`config.mk`:
```
export PLATFORM = sky130hd
export DESIGN_NAME = jbrq_cell
export DESIGN_NICKNAME = d
export VERILOG_FILES = /design/src/rtl/core/jbrq_pkg.sv /design/src/rtl/core/jbrq_cell.sv
export SDC_FILE = /design/constraint.sdc
export NUM_CORES = 1
export LEC_CHECK = 0
export BUFFER_PORTS_ARGS = -buffer_cell sky130_fd_sc_hd__buf_2
export CAP_MARGIN = 10
export CORE_AREA = 2 2 278 280
export DETAILED_ROUTE_END_ITERATION = 8
export DIE_AREA = 0 0 280 282
export GPL_TIMING_DRIVEN = 0
export HOLD_SLACK_MARGIN = 0.05
export PLACE_DENSITY = 0.45
export SETUP_SLACK_MARGIN = 0.1
export SKIP_LAST_GASP = 1
export SLEW_MARGIN = 20
export SYNTH_ARGS = -nofsm -noshare
export SYNTH_HDL_FRONTEND = slang
export SYNTH_SLANG_ARGS = --single-unit
```
`constraint.sdc`:
```
create_clock -name clk -period 13.3 [get_ports clk]
set_input_delay 2.66 -clock clk [delete_from_list [all_inputs] [get_ports clk]]
set_output_delay 2.66 -clock clk [all_outputs]
set_load 0.02 [all_outputs]
```
`src/rtl/core/jbrq_pkg.sv`:
```
package jbrq_pkg;

	localparam int TimeW   = 64;
	localparam int CookieW = 32;
	localparam int HandleW = 16;
	localparam int StatusW = 3;
	localparam int OccW    = 7;

	localparam logic CMD_ENQ  = 1'b0;
	localparam logic CMD_POLL = 1'b1;

	localparam logic [StatusW-1:0] ST_STORED   = 3'd0;
	localparam logic [StatusW-1:0] ST_DUP      = 3'd1;
	localparam logic [StatusW-1:0] ST_FULL     = 3'd2;
	localparam logic [StatusW-1:0] ST_RELEASED = 3'd3;
	localparam logic [StatusW-1:0] ST_NONE_DUE = 3'd4;

	typedef struct packed {
		logic               valid;
		logic [TimeW-1:0]   rel;
		logic [TimeW-1:0]   rcv;
		logic [CookieW-1:0] cookie;
		logic [HandleW-1:0] handle;
	} entry_t;

	// shift controls shared by every cell of the row
	typedef struct packed {
		logic ins;
		logic pop;
	} cell_op_t;

	// key order: release time, then receive time, then cookie
	function automatic logic key_lt(input entry_t a, input entry_t b);
		return {a.rel, a.rcv, a.cookie} < {b.rel, b.rcv, b.cookie};
	endfunction

	function automatic logic key_eq(input entry_t a, input entry_t b);
		return {a.rel, a.rcv, a.cookie} == {b.rel, b.rcv, b.cookie};
	endfunction

endpackage

```
`src/rtl/core/jbrq_cell.sv`:
```
module jbrq_cell (
	input  logic              clk,
	input  logic              arst_n,
	input  jbrq_pkg::cell_op_t op,
	input  jbrq_pkg::entry_t  ins_e,
	input  jbrq_pkg::entry_t  prev_e,
	input  logic              prev_lt,
	input  jbrq_pkg::entry_t  next_e,
	output jbrq_pkg::entry_t  cur_e,
	output logic              lt,
	output logic              dup
);

	logic             valid_q;
	jbrq_pkg::entry_t data_q;
	jbrq_pkg::entry_t nxt;
	logic             load;

	always_comb begin
		cur_e       = data_q;
		cur_e.valid = valid_q;
	end

	// an empty cell sorts after any key, so the row stays packed at the low end
	assign lt  = !valid_q || jbrq_pkg::key_lt(ins_e, cur_e);
	assign dup = valid_q && jbrq_pkg::key_eq(ins_e, cur_e);

	always_comb begin
		nxt  = cur_e;
		load = 1'b0;
		if (op.ins && lt) begin
			load = 1'b1;
			if (prev_lt) begin
				nxt = prev_e;
			end else begin
				nxt       = ins_e;
				nxt.valid = 1'b1;
			end
		end else if (op.pop) begin
			load = 1'b1;
			nxt  = next_e;
		end
	end

	always_ff @(posedge clk or negedge arst_n) begin
		if (!arst_n) begin
			valid_q <= 1'b0;
		end else if (load) begin
			valid_q <= nxt.valid;
		end
	end

	always_ff @(posedge clk) begin
		if (load) begin
			data_q <= nxt;
		end
	end

endmodule

```
Word-level counts from Yosys, hierarchy flattened
Index checks and enable logic that the tools add are counted.
Word-level totals
  register bits after elaboration: 177
  memories: 0
  input bits: 536
  memory bits (read-only): 0
  bits in writable memories: 0
  output and inout port bits: 179
  word-level logic and storage cells: 18
  bits in latches: 0
Operators by class
  equality and inequality tests: 1
  add/subtract/negate cells: 0
  divide/modulo/power cells: 0
  muxes and demuxes: 5
  reduce and logical (&&, ||, !) cells: 6
  shift-type cells: 0
  order comparisons: 1
  $mul: 0
  bitwise gates (word level): 0
Operator list (count)
  $mux W177: 3
  $eq A160 B160 Y1: 1
  $lt A160 B160 Y1: 1
  $logic_and A1 B1 Y1: 2
  $mux W1: 2
  $reduce_and A2 Y1: 1
  $reduce_bool A2 Y1: 1
  $logic_not A1 Y1: 1
  $logic_or A1 B1 Y1: 1

Depth between registers and ports, before layout
  word-level depth: 5
  mapped depth: 13
  gate-level depth less buffers: 11

Least setup slack after synthesis
OpenSTA, ideal clock, no wires.
  kind: input-to-reg
  from: input port ins_e[21] in the netlist's numbering
  to: register data_q (netlist bit cur_e[0]) (enable)
  library setup time: 0.568 ns
  path slack: 3.926 ns
  data arrival time: 8.806 ns
  data required time: 12.732 ns
  stages: 12
  buffers on the path: 2
  path through: ha_1 a21o_1 nand3_1 a211oi_1 or4b_1 a21oi_1 o211ai_2 o21ai_2 nand2_2 buf_6 buf_6 nand2b_1
Between the ends
  word-level cells in the longest chain between the ends: 5
  elaborated cells on any way between the ends: 6
  those cells by class: order compare (1); mux (1); reduce/logical (4)
Ends and longest elaborated chain
  start, declared: line jbrq_cell.sv:5  | input jbrq_pkg::entry_t ins_e,
  $lt A160 B160 Y1 (*): line jbrq_pkg.sv:34  | return {a.rel, a.rcv, a.cookie} < {b.rel, b.rcv, b.cookie};
  $logic_or A1 B1 Y1 (*): line jbrq_cell.sv:25  | assign lt = !valid_q || jbrq_pkg::key_lt(ins_e, cur_e);
  named net lt: line jbrq_cell.sv:10  | output logic lt,
  $logic_and A1 B1 Y1 (*): line jbrq_cell.sv:31  | if (op.ins && lt) begin
  $reduce_bool A2 Y1 (no line) / $mux W1 (equally long branches)
  $reduce_and A2 Y1 (no line) (*)
  end signal, assigned: line jbrq_cell.sv:55  | data_q <= nxt;
  end, declared: line jbrq_cell.sv:15  | jbrq_pkg::entry_t data_q;
Mark *: on every way through the listed nets, which the timed path passes. The rest lies on a longest branch.
A chain may end at the register's enable or synchronous reset.

Final worst setup path
  from: input port ins_e[122] in the netlist's numbering
  to: output port lt
Between the ends
  word-level cells in the longest chain between the ends: 2
Ends and longest elaborated chain (line)
  $lt A160 B160 Y1: jbrq_pkg.sv:34
  $logic_or A1 B1 Y1: jbrq_cell.sv:25
  end, declared: jbrq_cell.sv:10
Every way passes these cells.

==> flow_summary_export.csv <==
group,metric,value,unit
status,outcome,"completed",
logic_synthesis,ys_seq_elements,177,
floorplanning,rows,101,
global_route,grt_most_used_layer,"met2",
finish,syn_to_final_growth,39.2,%
clocking,ctsRootBufferMaster,"clkbuf_16",
logic_synthesis,syn-num-nets,1843,
logic_synthesis,syn_avg_cell_area,12.2,um^2
finish,regArea,0.00531,mm^2
global_route,track_usage,0.143,
logic_synthesis,yosysWarnings,0,
drt,first_pass_iters,6,
timing,worst_hold_slack,871,ps
clocking,htreeDepth,4,
logic_synthesis,syn-cell-area,0.0140,mm^2
timing,finalCriticalPeriod,9020,ps
job,cap_violations,0,
global_route,grt_max_degree,50,
timing,setup_violations,0,
worst_setup_path,worstPathArrival,6360,ps
clocking,clk_latency,490,ps
global_route,met3_usage,0.0409,
placement,io_buffer_count,712,
finish,final_cells,2878,
finish,nFillCells,8162,
min_path,hold_class,"register to register",
power_and_ir_drop,intPower,1.39,mW
global_route,met2_usage,0.248,
floorplanning,ioPinCount,715,
power_and_ir_drop,p_clk_frac,0.258,
timing,setup_ws,4280,ps
clocking,cts_buffers,17,
global_route,grt_pass1_vias,12400,
clocking,cts_setup_buffers,0,
timing,setup_tns,0,ps
clocking,cts_tree,"yes",
finish,multi_input_area,0.00783,mm^2
global_route,overflow,0,
drt,antenna_left,0,
drt,viasPerCell,4.13,
clocking,clkTransAtPathRegs,80,ps
global_route,grt_pass1_wl,81100,um
logic_synthesis,synth_edf_count,176,
power_and_ir_drop,power.density,111,mW/mm^2
timing,hold_viol,0,
power_and_ir_drop,power_frac_comb,0.383,
placement,hpwl,50400,um
drt,drt_iter0_markers,446,
finish,fin_area,0.0195,mm^2
placement,numPlacedInstances,2840,
worst_setup_path,path_max_fanout,3,
worst_setup_path,worstPathRequired,10640,ps
logic_synthesis,async_flop_share,0.00565,
clocking,cts.sinks,177,
timing,drv_slew,0,
timing,finClkSkew,18.1,ps
logic_synthesis,synthFlopType,"edfxtp_1",
worst_setup_path,cp-end-kind,"primary output",
logic_synthesis,ys_types,47,
floorplanning,die_h,282,um
global_route,antenna_found_initial,13,
finish,drive_gt1_frac,0.595,
global_route,use_met1,0.162,
worst_setup_path,cp_cell_sequence,"buf_2 -> ha_1 -> nand4_1 -> nor4_1 -> nand2_1 -> nor4_1 -> inv_1 -> o211ai_2 -> o21ai_2 -> buf_2",
placement,gp_congestion,0.878,
floorplanning,dieWidth,280,um
logic_synthesis,synth_cells,1147,
power_and_ir_drop,ir_drop,89.9,uV
worst_setup_path,slowest_delay,1160,ps
worst_setup_path,crit_path_start_kind,"input pin",
clocking,clock_path_buffers,2,
drt,wl_per_cell,20.4,um
floorplanning,die_area,0.0790,mm^2
finish,final_nets,2577,
timing,relSlewSlack,0.162,
logic_synthesis,ys_seq_area_frac,0.379,
drt,routed_wl,58800,um
floorplanning,start_util,0.185,
worst_setup_path,worst-setup-path-type,"input pin to primary output",
drt,dr_total_vias,11900,
timing,rsz0062_at_grt,"false",
placement,dp_slack,3920,ps
power_and_ir_drop,seq_power_share,0.359,
timing,max_freq,0.111,GHz
drt,drc_errors,0,
power_and_ir_drop,switching_power,0.771,mW
worst_setup_path,crit_slowest_cell,"nor4_1",
clocking,cts-resized-gates,0,
timing,tightest_slew,1250,ps
clocking,cts_hold_buf,0,
placement,dpl-instance-area,0.0189,mm^2
power_and_ir_drop,swShare,0.357,
timing,period_share,0.678,
power_and_ir_drop,p_leak,9.61,nW
floorplanning,coreArea,0.0757,mm^2
-- critical path, delay by kind of cell --
family | cells | cell delay, ps
AOI/OAI and AO/OA | 2 | 370
and+or+nand+nor | 4 | 2360
adders and majority gates | 1 | 330
buffers and inverters | 3 | 610
-- cell usage after synthesis, drive strengths merged (2+ instances only) --
| cell | n | share of area |
|---|---|---|
| clkbuf | 19 | 0.0051 |
| a221oi | 10 | 0.0062 |
| a21boi | 3 | 0.0016 |
| a21o | 11 | 0.0059 |
| nand3 | 19 | 0.0068 |
| nor3 | 5 | 0.0018 |
| o211ai | 2 | 0.0014 |
| nand2 | 41 | 0.011 |
| a211oi | 5 | 0.0027 |
| inv | 167 | 0.045 |
| a211o | 2 | 0.0012 |
| nor4 | 9 | 0.0040 |
| buf | 21 | 0.014 |
| o21ai | 20 | 0.0074 |
| nor2 | 9 | 0.0024 |
| and4 | 2 | 0.0012 |
| a41oi | 2 | 0.0012 |
| ha | 160 | 0.14 |
| nor2b | 2 | 0.00089 |
| nand4 | 32 | 0.014 |
| a21oi | 61 | 0.022 |
| or2 | 2 | 0.00089 |
| mux2 | 351 | 0.31 |
| edfxtp | 176 | 0.38 |
| and2 | 2 | 0.00089 |
-- path summary, 6_finish.rpt --
check	startpoint	to	slack, ps	cells past startpoint
worst max-delay path	ins_e[122]	lt	4280	10
worst min-delay path	valid_q$_DFFE_PN0P_	valid_q$_DFFE_PN0P_	870	2
worst max register to register	cur_e[122]$_DFFE_PP_	cur_e[107]$_DFFE_PP_	7400	15
worst min register to register	valid_q$_DFFE_PN0P_	valid_q$_DFFE_PN0P_	870	2
max in group asynchronous	arst_n	valid_q$_DFFE_PN0P_	11280	1
min in group asynchronous	arst_n	valid_q$_DFFE_PN0P_	1930	1
-- stage by stage --
step	power (mW)	util
floorplan	1.30	-
global placement	1.63	0.248
detailed placement	1.63	0.250
CTS	2.21	0.258
global route	2.29	0.258
finish	2.16	0.258
-- cell type report --
type / instances / share of cell area
Buffer: 40 / 0.0137
Clock inverter: 13 / 0.00763
Tap cell: 978 / 0.0627
Timing Repair Buffer: 715 / 0.187
Sequential cell: 177 / 0.272
Antenna cell: 6 / 0.000769
Inverter: 167 / 0.0321
Clock buffer: 19 / 0.0232
Multi-Input combinational cell: 763 / 0.401
-- layout by cell type, fill, tap and decap left out, types with 5 or more instances in the layout --
cell type  synthesis  final
mux2_2           233    233
buf_6             14     14
a21oi_1           61     61
mux2_4           118    118
diode_2            0      6
nand4_1           32     32
ha_1             160    160
nand3_1           19     19
o21ai_0           17     17
nor3_1             5      5
nand2_1           40     40
buf_2              5    717
edfxtp_1         176    176
inv_1            167    167
a211oi_1           5      5
nor2_1             9      9
clkbuf_16          0     17
nor4_1             9      9
a21o_1            11     11
a221oi_1          10     10
clkbuf_1          19     17
-- power groups by stage --
stage / Clock, mW / Combinational [mW] / Sequential, mW
finish: 0.557 / 0.827 / 0.777
global route: 0.600 / 0.905 / 0.788
CTS: 0.586 / 0.842 / 0.778
detailed placement: 0 / 0.838 / 0.791
global placement: 0 / 0.823 / 0.808
floorplan: 0 / 0.402 / 0.895
-- sequential cells by signal (all words and copies together) (netlist names) --
name and flops:
cur_e 176, valid_q 1
-- cell families (layout without fill, tap and decap cells) --
logic type / count (synthesis) / count (layout) / synth area share
mux: 352 / 352 / 0.314
buf+inv: 207 / 954 / 0.0636
flops: 177 / 177 / 0.379
fa+ha+maj: 160 / 160 / 0.143
simple gates: 127 / 127 / 0.0465
compound gates: 124 / 124 / 0.0543
other cells: 0 / 6 / 0
-- routing by layer --
layer / wire [um] / part of all wire
met2: 29200 / 0.50
met3: 3870 / 0.066
met4: 2030 / 0.034
met1: 23600 / 0.40
met5: 55 / 0.00094
Note: power is estimated with default switching activity, not from simulation.
